## config.mk

```make
export PLATFORM = sky130hd
export DESIGN_NAME = average_true_range_filter_unit
export DESIGN_NICKNAME = d
export VERILOG_FILES = /design/src/rtl/atr_pkg.sv /design/src/rtl/atr_alu.sv /design/src/rtl/atr_seq.sv /design/src/rtl/average_true_range_filter_unit.sv
export VERILOG_INCLUDE_DIRS = /design/src /design/src/rtl
export SDC_FILE = /design/constraint.sdc
export NUM_CORES = 1
export LEC_CHECK = 0
export BUFFER_PORTS_ARGS = -buffer_cell sky130_fd_sc_hd__buf_2
export CAP_MARGIN = 10
export CORE_MARGIN = 2
export CORE_UTILIZATION = 45
export DETAILED_ROUTE_END_ITERATION = 12
export HOLD_SLACK_MARGIN = 0.03
export SLEW_MARGIN = 20
export SYNTH_ARGS = -nofsm -noshare
export SYNTH_HDL_FRONTEND = slang
export SYNTH_SLANG_ARGS = --single-unit
```

## constraint.sdc

```tcl
create_clock -name clk_i -period 8.49 [get_ports clk_i]
set_input_delay 1.698 -clock clk_i [delete_from_list [all_inputs] [get_ports clk_i]]
set_output_delay 1.698 -clock clk_i [all_outputs]
set_load 0.01 [all_outputs]
```

## src/rtl/average_true_range_filter_unit_macros.svh

```systemverilog
// assertion macros for the average true range filter
// clocked on clk_i, disabled while rst_ni is low
`ifndef AVERAGE_TRUE_RANGE_FILTER_UNIT_MACROS_SVH
`define AVERAGE_TRUE_RANGE_FILTER_UNIT_MACROS_SVH

// same-cycle implication
`define ATR_ASSERT_IMP(label, ante, cons, msg) \
  label: assert property (@(posedge clk_i) disable iff (!rst_ni) (ante) |-> (cons)) \
    else $error(msg);

// next-cycle implication
`define ATR_ASSERT_NXT(label, ante, cons, msg) \
  label: assert property (@(posedge clk_i) disable iff (!rst_ni) (ante) |=> (cons)) \
    else $error(msg);

`endif

```

## src/rtl/atr_pkg.sv

```systemverilog
// shared types, widths and sequencer codes of the average true range filter
// no dependencies
package atr_pkg;

  localparam int unsigned PRICE_BITS     = 32;
  localparam int unsigned PERIOD_BITS    = 10;
  localparam int unsigned SUM_BITS       = PRICE_BITS + PERIOD_BITS;
  localparam int unsigned INDEX_BITS     = PERIOD_BITS + 1;
  localparam int unsigned ALU_BITS       = SUM_BITS;
  localparam int unsigned CNT_BITS       = $clog2(SUM_BITS);
  localparam int unsigned MUL_STEPS      = PERIOD_BITS;
  localparam int unsigned NUM_CAND       = 4;
  localparam int unsigned PERIOD_MAX_DEF = 1023;
  localparam int unsigned PERIOD_RESET   = 14;

  typedef struct packed {
    logic [PRICE_BITS-1:0] bar_high;
    logic [PRICE_BITS-1:0] bar_low;
    logic [PRICE_BITS-1:0] bar_close;
    logic                  series_start;
  } bar_t;

  typedef struct packed {
    logic [PRICE_BITS-1:0] range_average;
    logic                  average_ready;
    logic                  series_invalid;
  } atr_result_t;

  typedef enum logic [0:0] {
    ALU_ADD,
    ALU_SUB
  } alu_op_e;

  // what the current bar does to the running average
  typedef enum logic [1:0] {
    MODE_NONE,
    MODE_ACCUM,
    MODE_SEED,
    MODE_WILDER
  } mode_e;

  typedef logic [3:0] state_t;

  localparam state_t ST_IDLE = 4'd0;
  localparam state_t ST_RNG  = 4'd1;
  localparam state_t ST_CAND = 4'd2;
  localparam state_t ST_CMP  = 4'd3;
  localparam state_t ST_ACC  = 4'd4;
  localparam state_t ST_MUL  = 4'd5;
  localparam state_t ST_MADD = 4'd6;
  localparam state_t ST_DIV  = 4'd7;
  localparam state_t ST_OUT  = 4'd8;

  typedef struct packed {
    state_t              state;
    logic [CNT_BITS-1:0] cnt;
  } atr_ctrl_t;

  typedef struct packed {
    logic  accept;
    logic  no_tr;
    logic  borrow;
    mode_e mode;
    logic  out_free;
  } atr_status_t;

endpackage

```

## src/rtl/atr_alu.sv

```systemverilog
// shared add / subtract unit of the average true range filter
// depends on atr_pkg
module atr_alu (
  input  atr_pkg::alu_op_e              op_i,
  input  logic [atr_pkg::ALU_BITS-1:0]  a_i,
  input  logic [atr_pkg::ALU_BITS-1:0]  b_i,
  output logic [atr_pkg::ALU_BITS-1:0]  res_o,
  output logic                          carry_o
);

  logic [atr_pkg::ALU_BITS:0] full;

  always_comb begin
    unique case (op_i)
      atr_pkg::ALU_ADD: full = {1'b0, a_i} + {1'b0, b_i};
      atr_pkg::ALU_SUB: full = {1'b0, a_i} - {1'b0, b_i};
      default:          full = '0;
    endcase
  end

  // for a subtract the top bit is the borrow
  assign res_o   = full[atr_pkg::ALU_BITS-1:0];
  assign carry_o = full[atr_pkg::ALU_BITS];

endmodule

```

## src/rtl/atr_seq.sv

```systemverilog
// step sequencer of the average true range filter
// depends on atr_pkg
module atr_seq (
  input  logic                 clk_i,
  input  logic                 rst_ni,
  input  atr_pkg::atr_status_t status_i,
  output atr_pkg::atr_ctrl_t   ctrl_o
);

  localparam int unsigned CW = atr_pkg::CNT_BITS;
  localparam logic [CW-1:0] CandLast = CW'(atr_pkg::NUM_CAND - 1);
  localparam logic [CW-1:0] MulLast  = CW'(atr_pkg::MUL_STEPS - 1);
  localparam logic [CW-1:0] DivLast  = CW'(atr_pkg::SUM_BITS - 1);

  atr_pkg::state_t state_q, state_d;
  logic [CW-1:0]   cnt_q, cnt_d;

  always_comb begin
    state_d = state_q;
    cnt_d   = cnt_q;
    unique case (state_q)
      atr_pkg::ST_IDLE: begin
        if (status_i.accept) begin
          state_d = atr_pkg::ST_RNG;
        end
      end
      atr_pkg::ST_RNG: begin
        cnt_d   = '0;
        state_d = status_i.no_tr ? atr_pkg::ST_ACC : atr_pkg::ST_CAND;
      end
      atr_pkg::ST_CAND: begin
        if (status_i.borrow) begin
          // negative difference, skip this candidate
          if (cnt_q == CandLast) begin
            state_d = atr_pkg::ST_ACC;
          end else begin
            cnt_d = cnt_q + CW'(1);
          end
        end else begin
          state_d = atr_pkg::ST_CMP;
        end
      end
      atr_pkg::ST_CMP: begin
        if (cnt_q == CandLast) begin
          state_d = atr_pkg::ST_ACC;
        end else begin
          cnt_d   = cnt_q + CW'(1);
          state_d = atr_pkg::ST_CAND;
        end
      end
      atr_pkg::ST_ACC: begin
        cnt_d = '0;
        case (status_i.mode)
          atr_pkg::MODE_SEED:   state_d = atr_pkg::ST_DIV;
          atr_pkg::MODE_WILDER: state_d = atr_pkg::ST_MUL;
          default:              state_d = atr_pkg::ST_OUT;
        endcase
      end
      atr_pkg::ST_MUL: begin
        if (cnt_q == MulLast) begin
          state_d = atr_pkg::ST_MADD;
        end else begin
          cnt_d = cnt_q + CW'(1);
        end
      end
      atr_pkg::ST_MADD: begin
        cnt_d   = '0;
        state_d = atr_pkg::ST_DIV;
      end
      atr_pkg::ST_DIV: begin
        if (cnt_q == DivLast) begin
          state_d = atr_pkg::ST_OUT;
        end else begin
          cnt_d = cnt_q + CW'(1);
        end
      end
      atr_pkg::ST_OUT: begin
        if (status_i.out_free) begin
          state_d = atr_pkg::ST_IDLE;
        end
      end
      default: begin
        state_d = atr_pkg::ST_IDLE;
      end
    endcase
  end

  always_ff @(posedge clk_i or negedge rst_ni) begin
    if (!rst_ni) begin
      state_q <= atr_pkg::ST_IDLE;
      cnt_q   <= '0;
    end else begin
      state_q <= state_d;
      cnt_q   <= cnt_d;
    end
  end

  assign ctrl_o.state = state_q;
  assign ctrl_o.cnt   = cnt_q;

endmodule

```

## src/rtl/average_true_range_filter_unit.sv

```systemverilog
// average true range filter with wilder smoothing, top level; uses atr_pkg, atr_seq, atr_alu
// steps: range, then for bars after the first the candidate and compare steps, then accumulate;
//   the seed bar then divides, smoothing does 10 multiply steps, an add and 42 divide steps,
//   all on one shared adder; the output step waits while a stalled word holds the output register
// throughput: a new bar is taken only when the sequencer is back in idle
// reset: asynchronous, active low; period register goes to 14, running state to zero
`include "average_true_range_filter_unit_macros.svh"

module average_true_range_filter_unit #(
  parameter int unsigned PERIOD_MAX = atr_pkg::PERIOD_MAX_DEF
) (
  input  logic                            clk_i,
  input  logic                            rst_ni,
  // bar input
  input  logic                            in_valid_i,
  output logic                            in_stall_o,
  input  atr_pkg::bar_t                   in_data_i,
  // result output
  output logic                            out_valid_o,
  input  logic                            out_stall_i,
  output atr_pkg::atr_result_t            out_data_o,
  // period register
  input  logic                            cfg_we_i,
  input  logic [atr_pkg::PERIOD_BITS-1:0] cfg_wdata_i
);

  localparam int unsigned PB = atr_pkg::PERIOD_BITS;
  localparam int unsigned PW = atr_pkg::PRICE_BITS;
  localparam int unsigned SW = atr_pkg::SUM_BITS;
  localparam int unsigned IW = atr_pkg::INDEX_BITS;
  localparam int unsigned AW = atr_pkg::ALU_BITS;

  // clamp the period maximum to what the register can hold
  localparam int unsigned PeriodLim = (1 << PB) - 1;
  localparam int unsigned PMaxClip  = (PERIOD_MAX > PeriodLim) ? PeriodLim : PERIOD_MAX;
  localparam logic [PB-1:0] PMaxVal = PB'(PMaxClip);

  // sequencer link
  atr_pkg::atr_ctrl_t   ctrl;
  atr_pkg::atr_status_t status;

  // configuration
  logic [PB-1:0] cfg_q;
  logic [PB-1:0] p_eff;

  // running series state
  logic [PW-1:0] last_close_q;
  logic [PW-1:0] smoothed_q;
  logic [SW-1:0] sum_q;
  logic [IW-1:0] bar_index_q;
  logic          invalid_q;

  // per-bar working registers
  atr_pkg::bar_t bar_q;
  logic [PB-1:0] period_q;
  logic [PW-1:0] tr_q;
  logic [PW-1:0] cand_q;
  logic [SW-1:0] work_q;   // product, then dividend shifting into quotient
  logic [SW-1:0] mcand_q;
  logic [PB-1:0] mult_q;
  logic [PB-1:0] rem_q;

  // result register
  logic                 out_valid_q;
  atr_pkg::atr_result_t out_q;

  // shared adder
  atr_pkg::alu_op_e alu_op;
  logic [AW-1:0]    alu_a, alu_b, alu_res;
  logic             alu_carry;

  logic            accept;
  logic            out_free;
  logic            out_load;
  atr_pkg::mode_e  mode;
  logic            ready;
  logic [IW-1:0]   index_cap;
  logic [IW-1:0]   index_next;
  logic [IW-1:0]   rem_shift;
  logic [PW-1:0]   avg;

  assign p_eff = (cfg_q > PMaxVal) ? PMaxVal : cfg_q;

  // block takes a bar only when the sequencer is idle
  assign in_stall_o = (ctrl.state != atr_pkg::ST_IDLE);
  assign accept     = in_valid_i & ~in_stall_o;

  // a finished word may wait in the output register while the next bar comes in
  assign out_free = ~out_valid_q | ~out_stall_i;
  assign out_load = (ctrl.state == atr_pkg::ST_OUT) & out_free;

  // role of this bar, from the index already cleared by series start
  always_comb begin
    if ((period_q == '0) || (bar_index_q == '0)) begin
      mode = atr_pkg::MODE_NONE;
    end else if (bar_index_q < IW'(period_q)) begin
      mode = atr_pkg::MODE_ACCUM;
    end else if (bar_index_q == IW'(period_q)) begin
      mode = atr_pkg::MODE_SEED;
    end else begin
      mode = atr_pkg::MODE_WILDER;
    end
  end

  assign ready = (mode == atr_pkg::MODE_SEED) || (mode == atr_pkg::MODE_WILDER);

  // bar index counts up and stops at period plus one
  assign index_cap  = IW'(period_q) + IW'(1);
  assign index_next = (bar_index_q < index_cap) ? (bar_index_q + IW'(1)) : index_cap;

  // restoring divide: partial remainder with the next dividend bit
  assign rem_shift = {rem_q, work_q[SW-1]};

  // average after this bar's update is left in the low bits of the quotient
  assign avg = (ready && !invalid_q) ? work_q[PW-1:0] : '0;

  // operand select for the shared adder
  always_comb begin
    alu_op = atr_pkg::ALU_ADD;
    alu_a  = '0;
    alu_b  = '0;
    unique case (ctrl.state)
      atr_pkg::ST_RNG: begin
        // high minus low, borrow flags an invalid bar
        alu_op = atr_pkg::ALU_SUB;
        alu_a  = AW'(bar_q.bar_high);
        alu_b  = AW'(bar_q.bar_low);
      end
      atr_pkg::ST_CAND: begin
        // both orders of each gap to the previous close; the one without borrow is the abs
        alu_op = atr_pkg::ALU_SUB;
        case (ctrl.cnt[1:0])
          2'd0: begin
            alu_a = AW'(bar_q.bar_high);
            alu_b = AW'(last_close_q);
          end
          2'd1: begin
            alu_a = AW'(last_close_q);
            alu_b = AW'(bar_q.bar_high);
          end
          2'd2: begin
            alu_a = AW'(bar_q.bar_low);
            alu_b = AW'(last_close_q);
          end
          default: begin
            alu_a = AW'(last_close_q);
            alu_b = AW'(bar_q.bar_low);
          end
        endcase
      end
      atr_pkg::ST_CMP: begin
        alu_op = atr_pkg::ALU_SUB;
        alu_a  = AW'(tr_q);
        alu_b  = AW'(cand_q);
      end
      atr_pkg::ST_ACC: begin
        alu_a = AW'(sum_q);
        alu_b = AW'(tr_q);
      end
      atr_pkg::ST_MUL: begin
        alu_a = AW'(work_q);
        alu_b = AW'(mcand_q);
      end
      atr_pkg::ST_MADD: begin
        alu_a = AW'(work_q);
        alu_b = AW'(tr_q);
      end
      atr_pkg::ST_DIV: begin
        alu_op = atr_pkg::ALU_SUB;
        alu_a  = AW'(rem_shift);
        alu_b  = AW'(period_q);
      end
      default: begin
        alu_op = atr_pkg::ALU_ADD;
      end
    endcase
  end

  atr_alu u_alu (
    .op_i    (alu_op),
    .a_i     (alu_a),
    .b_i     (alu_b),
    .res_o   (alu_res),
    .carry_o (alu_carry)
  );

  assign status.accept   = accept;
  assign status.no_tr    = (bar_index_q == '0);
  assign status.borrow   = alu_carry;
  assign status.mode     = mode;
  assign status.out_free = out_free;

  atr_seq u_seq (
    .clk_i    (clk_i),
    .rst_ni   (rst_ni),
    .status_i (status),
    .ctrl_o   (ctrl)
  );

  // period register and series state
  always_ff @(posedge clk_i or negedge rst_ni) begin
    if (!rst_ni) begin
      cfg_q        <= PB'(atr_pkg::PERIOD_RESET);
      last_close_q <= '0;
      smoothed_q   <= '0;
      sum_q        <= '0;
      bar_index_q  <= '0;
      invalid_q    <= 1'b0;
    end else begin
      if (cfg_we_i) begin
        cfg_q <= cfg_wdata_i;
      end
      if (accept && in_data_i.series_start) begin
        // new series: this bar becomes index zero
        last_close_q <= '0;
        smoothed_q   <= '0;
        sum_q        <= '0;
        bar_index_q  <= '0;
        invalid_q    <= 1'b0;
      end
      if ((ctrl.state == atr_pkg::ST_RNG) && alu_carry) begin
        invalid_q <= 1'b1;
      end
      if ((ctrl.state == atr_pkg::ST_ACC) &&
          ((mode == atr_pkg::MODE_ACCUM) || (mode == atr_pkg::MODE_SEED))) begin
        sum_q <= alu_res[SW-1:0];
      end
      if (out_load) begin
        if (ready) begin
          smoothed_q <= work_q[PW-1:0];
        end
        last_close_q <= bar_q.bar_close;
        bar_index_q  <= index_next;
      end
    end
  end

  // working registers, no reset needed
  always_ff @(posedge clk_i) begin
    if (accept) begin
      bar_q    <= in_data_i;
      period_q <= p_eff;
    end
    unique case (ctrl.state)
      atr_pkg::ST_RNG: begin
        // the first bar of a series has no true range
        tr_q <= (!status.no_tr && !alu_carry) ? alu_res[PW-1:0] : '0;
      end
      atr_pkg::ST_CAND: begin
        if (!alu_carry) begin
          cand_q <= alu_res[PW-1:0];
        end
      end
      atr_pkg::ST_CMP: begin
        if (alu_carry) begin
          tr_q <= cand_q;
        end
      end
      atr_pkg::ST_ACC: begin
        rem_q <= '0;
        if (mode == atr_pkg::MODE_SEED) begin
          work_q <= alu_res[SW-1:0];
        end else begin
          // wilder: previous average times period minus one
          work_q  <= '0;
          mcand_q <= SW'(smoothed_q);
          mult_q  <= period_q - PB'(1);
        end
      end
      atr_pkg::ST_MUL: begin
        if (mult_q[0]) begin
          work_q <= alu_res[SW-1:0];
        end
        mcand_q <= mcand_q << 1;
        mult_q  <= mult_q >> 1;
      end
      atr_pkg::ST_MADD: begin
        work_q <= alu_res[SW-1:0];
        rem_q  <= '0;
      end
      atr_pkg::ST_DIV: begin
        rem_q  <= alu_carry ? rem_shift[PB-1:0] : alu_res[PB-1:0];
        work_q <= {work_q[SW-2:0], ~alu_carry};
      end
      default: begin
      end
    endcase
  end

  // output register
  always_ff @(posedge clk_i or negedge rst_ni) begin
    if (!rst_ni) begin
      out_valid_q <= 1'b0;
    end else if (out_load) begin
      out_valid_q <= 1'b1;
    end else if (!out_stall_i) begin
      out_valid_q <= 1'b0;
    end
  end

  always_ff @(posedge clk_i) begin
    if (out_load) begin
      out_q.range_average  <= avg;
      out_q.average_ready  <= ready;
      out_q.series_invalid <= invalid_q;
    end
  end

  assign out_valid_o = out_valid_q;
  assign out_data_o  = out_q;

  // a nonzero average only leaves for a ready, valid series
  `ATR_ASSERT_IMP(a_avg_gated, out_valid_q && (out_q.range_average != '0), out_q.average_ready && !out_q.series_invalid, "average without ready series")
  // the divider remainder stays below the period
  `ATR_ASSERT_IMP(a_rem_bound, ctrl.state == atr_pkg::ST_DIV, rem_q < period_q, "divider remainder out of range")
  // finishing a bar always leaves a word in the output register
  `ATR_ASSERT_NXT(a_out_load, out_load, out_valid_q, "finished bar not presented")

endmodule

```

==> Word level (Yosys, flattened, before mapping) <==
Index checks and enable logic that the tools add are counted.
{ "classes": {"bitwise": 8, "n_addsub": 6, "muxes": 50, "eq_ne": 29, "reduce_logical": 35, "magnitude_cmp": 3} }
{ "ops": {"columns": ["operator", "n"], "rows": [
  ["$pmux W42 S6", 2],
  ["$mux W32", 7],
  ["$mux W42", 5],
  ["$pmux W32 S2", 3],
  ["$pmux W42 S4", 1],
  ["$pmux W43 S2", 1],
  ["$pmux W42 S2", 1],
  ["$add A42 B42 Y43", 1],
  ["$sub A42 B42 Y43", 1],
  ["$pmux W10 S2", 2],
  ["$pmux W4 S9", 1],
  ["$mux W11", 3],
  ["$pmux W6 S5", 1],
  ["$mux W4", 6],
  ["$mux W6", 4],
  ["$mux W10", 2],
  ["$eq A4 B3 Y1 const B", 4],
  ["$ne A2 B2 Y1 const B", 8],
  ["$reduce_bool A2 Y1", 6],
  ["$add A10 B1 Y11 const B", 1],
  ["$add A11 B1 Y11 const B", 1],
  ["$eq A11 B10 Y1", 1],
  ["$logic_not A11 Y1", 1],
  ["$lt A11 B10 Y1", 1],
  ["other kinds (35)", 67]
]} }
{ "word_totals": {"input_bits": 112, "wordCells": 153, "register_bits": 447} }

==> Longest topological paths before layout <==
{ "depth": {"depth_word": 10, "ltp_mapped": 29, "ltp_nobuf": 24} }

==> By module <==
Synthesis repeated with hierarchy kept, for this count alone.
{ "hier_totals": {"cells_unflattened": 2383, "area_unflattened_um2": 24145.7} }
{ "modules_own_cells": {"columns": ["mod", "instances", "cells_each", "area_each_um2"], "rows": [
  ["average_true_range_filter_unit", 1, 1824, 20123.0],
  ["atr_alu", 1, 474, 3209.3],
  ["atr_seq", 1, 85, 813.3]
]} }

==> Worst setup path before layout <==
OpenSTA, ideal clock, no wires.
{ "synth_timing": {"path_kind": "register to register", "from": "register u_seq.cnt_q[0]", "to": "register cand_q[0] (enable)", "arrival_ns": 6.766, "stages_incl_launch_ff": 27, "period_less_slack_ns": 7.187, "required_ns": 8.069, "setup_time_ns": 0.421, "slack_ns": 1.303, "n_path_buf": 5, "path_cell_list": "dfrtp_1 ha_1 buf_2 inv_1 clkbuf_1 a311oi_1 a2111oi_2 ha_1 inv_1 or3_1 nor4_2 and2_1 nand2_1 o21ai_0 xnor2_1 ha_1 clkbuf_1 and4_1 and3_1 nand3_1 o221ai_1 nor2_1 o31ai_1 xnor2_1 buf_4 buf_4 nor2_1"} }
{ "synth_between": {"elab_chain_cells": 8} }
{ "synth_lines": {"columns": ["item", "line", "rtl"], "rows": [
  ["from (decl)", "atr_seq.sv:16", "logic [CW-1:0] cnt_q, cnt_d;"],
  ["from (signal assigned)", "atr_seq.sv:94", "cnt_q <= cnt_d;"],
  ["$eq A2 B2 Y1 / $logic_not A2 Y1 (equally long branches)", "average_true_range_filter_unit.sv:132", "case (ctrl.cnt[1:0])"],
  ["$reduce_or A2 Y1 (no source line)", null, null],
  ["$pmux W32 S2", "average_true_range_filter_unit.sv:132", null],
  ["$pmux W42 S6", "average_true_range_filter_unit.sv:122", "unique case (ctrl.state)"],
  ["$sub A42 B42 Y43 / $add A42 B42 Y43 (equally long branches)", "atr_alu.sv:16, atr_alu.sv:15", null],
  ["$pmux W43 S2 (*)", "atr_alu.sv:14", "unique case (op_i)"],
  ["$not A1 Y1 (no source line) (*)", null, null],
  ["$reduce_and A2 Y1 (no source line) (*)", null, null],
  ["to (signal assigned)", "average_true_range_filter_unit.sv:251", "cand_q <= alu_res[PW-1:0];"],
  ["to (decl)", "average_true_range_filter_unit.sv:57", "logic [PW-1:0] cand_q;"]
]} }
Mark *: on every way between the ends. The rest lies on a longest branch, timed or not.
A chain may end at the register's enable or synchronous reset.

==> Final worst setup path <==
{ "layout_timing": {"from": "register u_seq.cnt_q[0]", "to": "register u_seq.cnt_q[4]"} }
{ "layout_between": {"elab_chain_cells": 8} }
{ "layout_lines": {"columns": ["item", "line"], "rows": [
  ["$eq A2 B2 Y1 / $logic_not A2 Y1 (equally long branches)", "average_true_range_filter_unit.sv:132"],
  ["$reduce_or A2 Y1 (no source line)", null],
  ["$pmux W32 S2", "average_true_range_filter_unit.sv:132"],
  ["$pmux W42 S6", "average_true_range_filter_unit.sv:122"],
  ["$sub A42 B42 Y43 / $add A42 B42 Y43 (equally long branches)", "atr_alu.sv:16, atr_alu.sv:15"],
  ["$pmux W43 S2", "atr_alu.sv:14"],
  ["$ne A2 B2 Y1 (no source line)", null],
  ["$reduce_and A4 Y1 (no source line)", null]
]} }
Several ways; a longest one is shown, not always the timed one. The select of a mux whose other input is x is not followed.

==> results.md <==
- Status: completed
- Placed cell count: roughly 3100
- Final setup skew: about 0.037 ns
- Critical Path Sink: u_seq.cnt_q[4]
- Gr busiest metal: met1
- Initial antenna violation count: 0
- Setup crit end kind: register
- Clock tree root driver cell: clkbuf_16
- Yosys top cell area share: 37.7%
- Initial Util: between 40% and 50%
- Site Rows: 85
- Fraction of layout instances using a drive strength above 1: ~14%
- Die area: 56400 µm²
- Postcts setup bufs: 0
- CTS tree: yes
- Worst path cell trace: ha_1 -> inv_1 -> a311oi_1 -> a2111oi_2 -> ha_1 -> inv_1 -> or3_1 -> nor4_2 -> nand3_1 -> o31a_1 -> o31ai_1 -> o21ai_0 -> ha_1 -> and3_1 -> a221o_1 -> a31oi_1 -> a21boi_0 -> o31ai_1 -> xnor2_2 -> o21bai_2 -> or4_1 -> o211ai_1
- Critical Path Start Type: register
- Post-Place Worst Slack: slightly below 0.9 ns
- FF-to-FF path depth: 22
- Overflow after GRT: 0
- Largest net degree at the start of global routing: 71
- Clk slew on worst S/H paths: 0.06 ns
- Final setup viols: 0
- R2r startpoint: u_seq.cnt_q[0]
- Max Cap Viol: 0
- Nets@finish: ~2600
- Gate Count Post-Synth: 2356
- Synth area leaders: edfxtp_1, dfrtp_1, nand2_1
- Antenna cells: 0
- Final WL: 84200 µm
- M1 GR Usage: a little under half
- Reg2reg setup slack: 0.64 ns
- Avg Synthesized Cell Area: 10.4 µm²
- Pins Over Slew Limit: 0
- Tcrit/Tclk final: 92.5%
- Critical Path Start: u_seq.cnt_q[0]
- RSZ-0062 raised after global routing: false
- Crit path required time: 9.01 ns
- Mapped Nets: roughly 2500
- Clk buf depth: 3
- CORE AREA: 53800 µm²
- Register area share after synthesis: 51.9%
- Met3 Use GR: 7.13%
- Worst Hold Class: reg2reg
- Synth Cell Area: 24500 µm²
- Hold Buf Count CTS: 0
- Slowest-stage cell, CP: a2111oi_2
- Final hold violations: 0
- Measured slew at the worst slew-check pin: 1.06 ns
- Die extent in y: 237 µm
- GRT Overall Usage: 29.5%
- Vias in the first global route: 18800
- Slew HR: 29.6%
- Final worst slack: ~0.64 ns
- Post-CTS Resized: 0
- Distinct cells, synth: 88
- Reg-to-reg critical path endpoint: u_seq.cnt_q[4]
- Synth Warn #: 0
- Per-cell routed wire length: 26.6 µm
- Post-synthesis async set-or-reset flop share: 31.1%
- DP Wirelength: between 50000 and 60000 µm
- Tmin final: 7.85 ns
- Commonest cells after routing, fill and taps aside: nand2_1, edfxtp_1, buf_2, o21ai_0, dfrtp_1
- Num Clock Sinks: 447
- Top FF cell, synth: edfxtp_1
- TNS Setup: 0 ns
- Initial DRC Count: 2838
- Area delta synth->final: 12.2%
- Global-route wire length before repair: about 120000 µm
- Cell taking the most area after synthesis: edfxtp_1
- DIE WIDTH: 237 µm
- Port Buffer Count: around 150
- DR pass1 iterations: 7
- Post-synth EDFFs: around 310
- Most common cell after layout, fill and taps aside: nand2_1
- Fmax achieved: roughly 0.13 GHz
- Finished Layout Cells: 3170
- Cts bufs inserted: 49
- DR vias/cell: 6.34
- CP Data Arrival Time: about 8.4 ns
- RePlAce Congestion: 0.953
- Critical Path Most Common Cell: ha_1
- CP peak stage delay: 0.66 ns
- Vias: 20100
- Routed Antenna Nets: 0
- Latest clock arrival within the worst-skew pair: 0.62 ns
- M2 GR Usage: 42.4%
- Crit Path Category: reg2reg
- Critical-path maximum fanout: 16
- H-Tree Depth: 2
- Residual DRC: 0
- IO Count: 148
- FF+latch count, synth: 447
layout make-up:
| cell class | count | area (µm²) |
|---|---|---|
| fillers | 4929 | 26300 |
| flip-flops and latches | 447 | 12700 |
| multi-input cells | 1677 | 10900 |
| clock buffers | 68 | 1380 |
| repair buffers | 194 | 1090 |
| well taps | 696 | 871 |
| clock inverters | 24 | 264 |
| inverters | 64 | 241 |
metal layers:
| metal | vias up | wire length (µm) |
|---|---|---|
| met2 | 1125 | 35300 |
| met4 | 0 | 1770 |
| met5 | - | 0 |
| li1 | 8925 | - |
| met1 | 9926 | 38000 |
| met3 | 126 | 9100 |
how the worst min path moves through the flow:
| stage | startpoint | endpoint | slack, ns | cells past startpoint |
|---|---|---|---|---|
| 6_report | cfg_q[0] | period_q[0] | 0.45 | 0 |
| 5_1_grt | cfg_q[0] | period_q[0] | 0.46 | 0 |
| 4_1_cts | cfg_q[0] | period_q[0] | 0.45 | 0 |
| 3_5_place_dp | cfg_q[7] | period_q[7] | 0.44 | 0 |
| 3_3_place_gp | cfg_q[6] | period_q[6] | 0.43 | 0 |
| 2_1_floorplan | invalid_q | out_data_o[0] | 0.45 | 0 |
flip-flops by register name, summed over array words and instances, names as in the netlist, 10 cells and up:
name,cells
bar_index_q,11
bar_q,96
cand_q,32
cfg_q,10
last_close_q,32
mcand_q,42
mult_q,10
out_data_o,34
period_q,10
rem_q,10
smoothed_q,32
sum_q,42
tr_q,32
work_q,42
cells in the mapped netlist, types with 25 or more instances:
| master | number |
|---|---|
| dfrtp_1 | 136 |
| a21oi_1 | 132 |
| and2_1 | 50 |
| a22o_1 | 126 |
| a221oi_1 | 25 |
| nand2b_1 | 32 |
| nor2_1 | 93 |
| o21ai_0 | 142 |
| ha_1 | 74 |
| a21o_1 | 37 |
| nand2_1 | 370 |
| a22oi_1 | 60 |
| inv_1 | 62 |
| nor2b_1 | 29 |
| nand3_1 | 66 |
| clkbuf_1 | 128 |
| mux2i_1 | 44 |
| xor2_1 | 39 |
| xnor2_1 | 53 |
| edfxtp_1 | 308 |
stage by stage:
step                      util (%)  hold slack, ns  cell area (µm²)
after CTS                     51.1           0.453            27500
final                         51.1           0.450            27500
after global routing          51.1           0.458            27500
after global placement        48.1           0.433            25900
after detailed placement      48.1           0.442            25900
after floorplan                  -           0.448            24500
critical path, delay by kind of cell (launching register included):
family	cells	cell delay [ns]
and+or+nand+nor	5	2.07
DFF	1	0.51
AOI/OAI and AO/OA	11	3.05
buffers and inverters	2	0.39
xor gates and xnor gates	1	0.63
adders and majority gates	3	1.08
cells by family after synthesis:
| kind of cell | Yosys count | share of synthesized area (%) |
|---|---|---|
| xor gates and xnor gates | 92 | 3.29 |
| muxes | 61 | 2.58 |
| buffers and inverters | 232 | 3.96 |
| AOI/OAI and AO/OA | 700 | 20.1 |
| and+or+nand+nor | 749 | 14.4 |
| DFF | 447 | 51.9 |
| adders and majority gates | 75 | 3.86 |
Power is left out: the tool's default activity adds up to more than one toggle a clock period on the data nets, which glitch-free logic cannot reach.
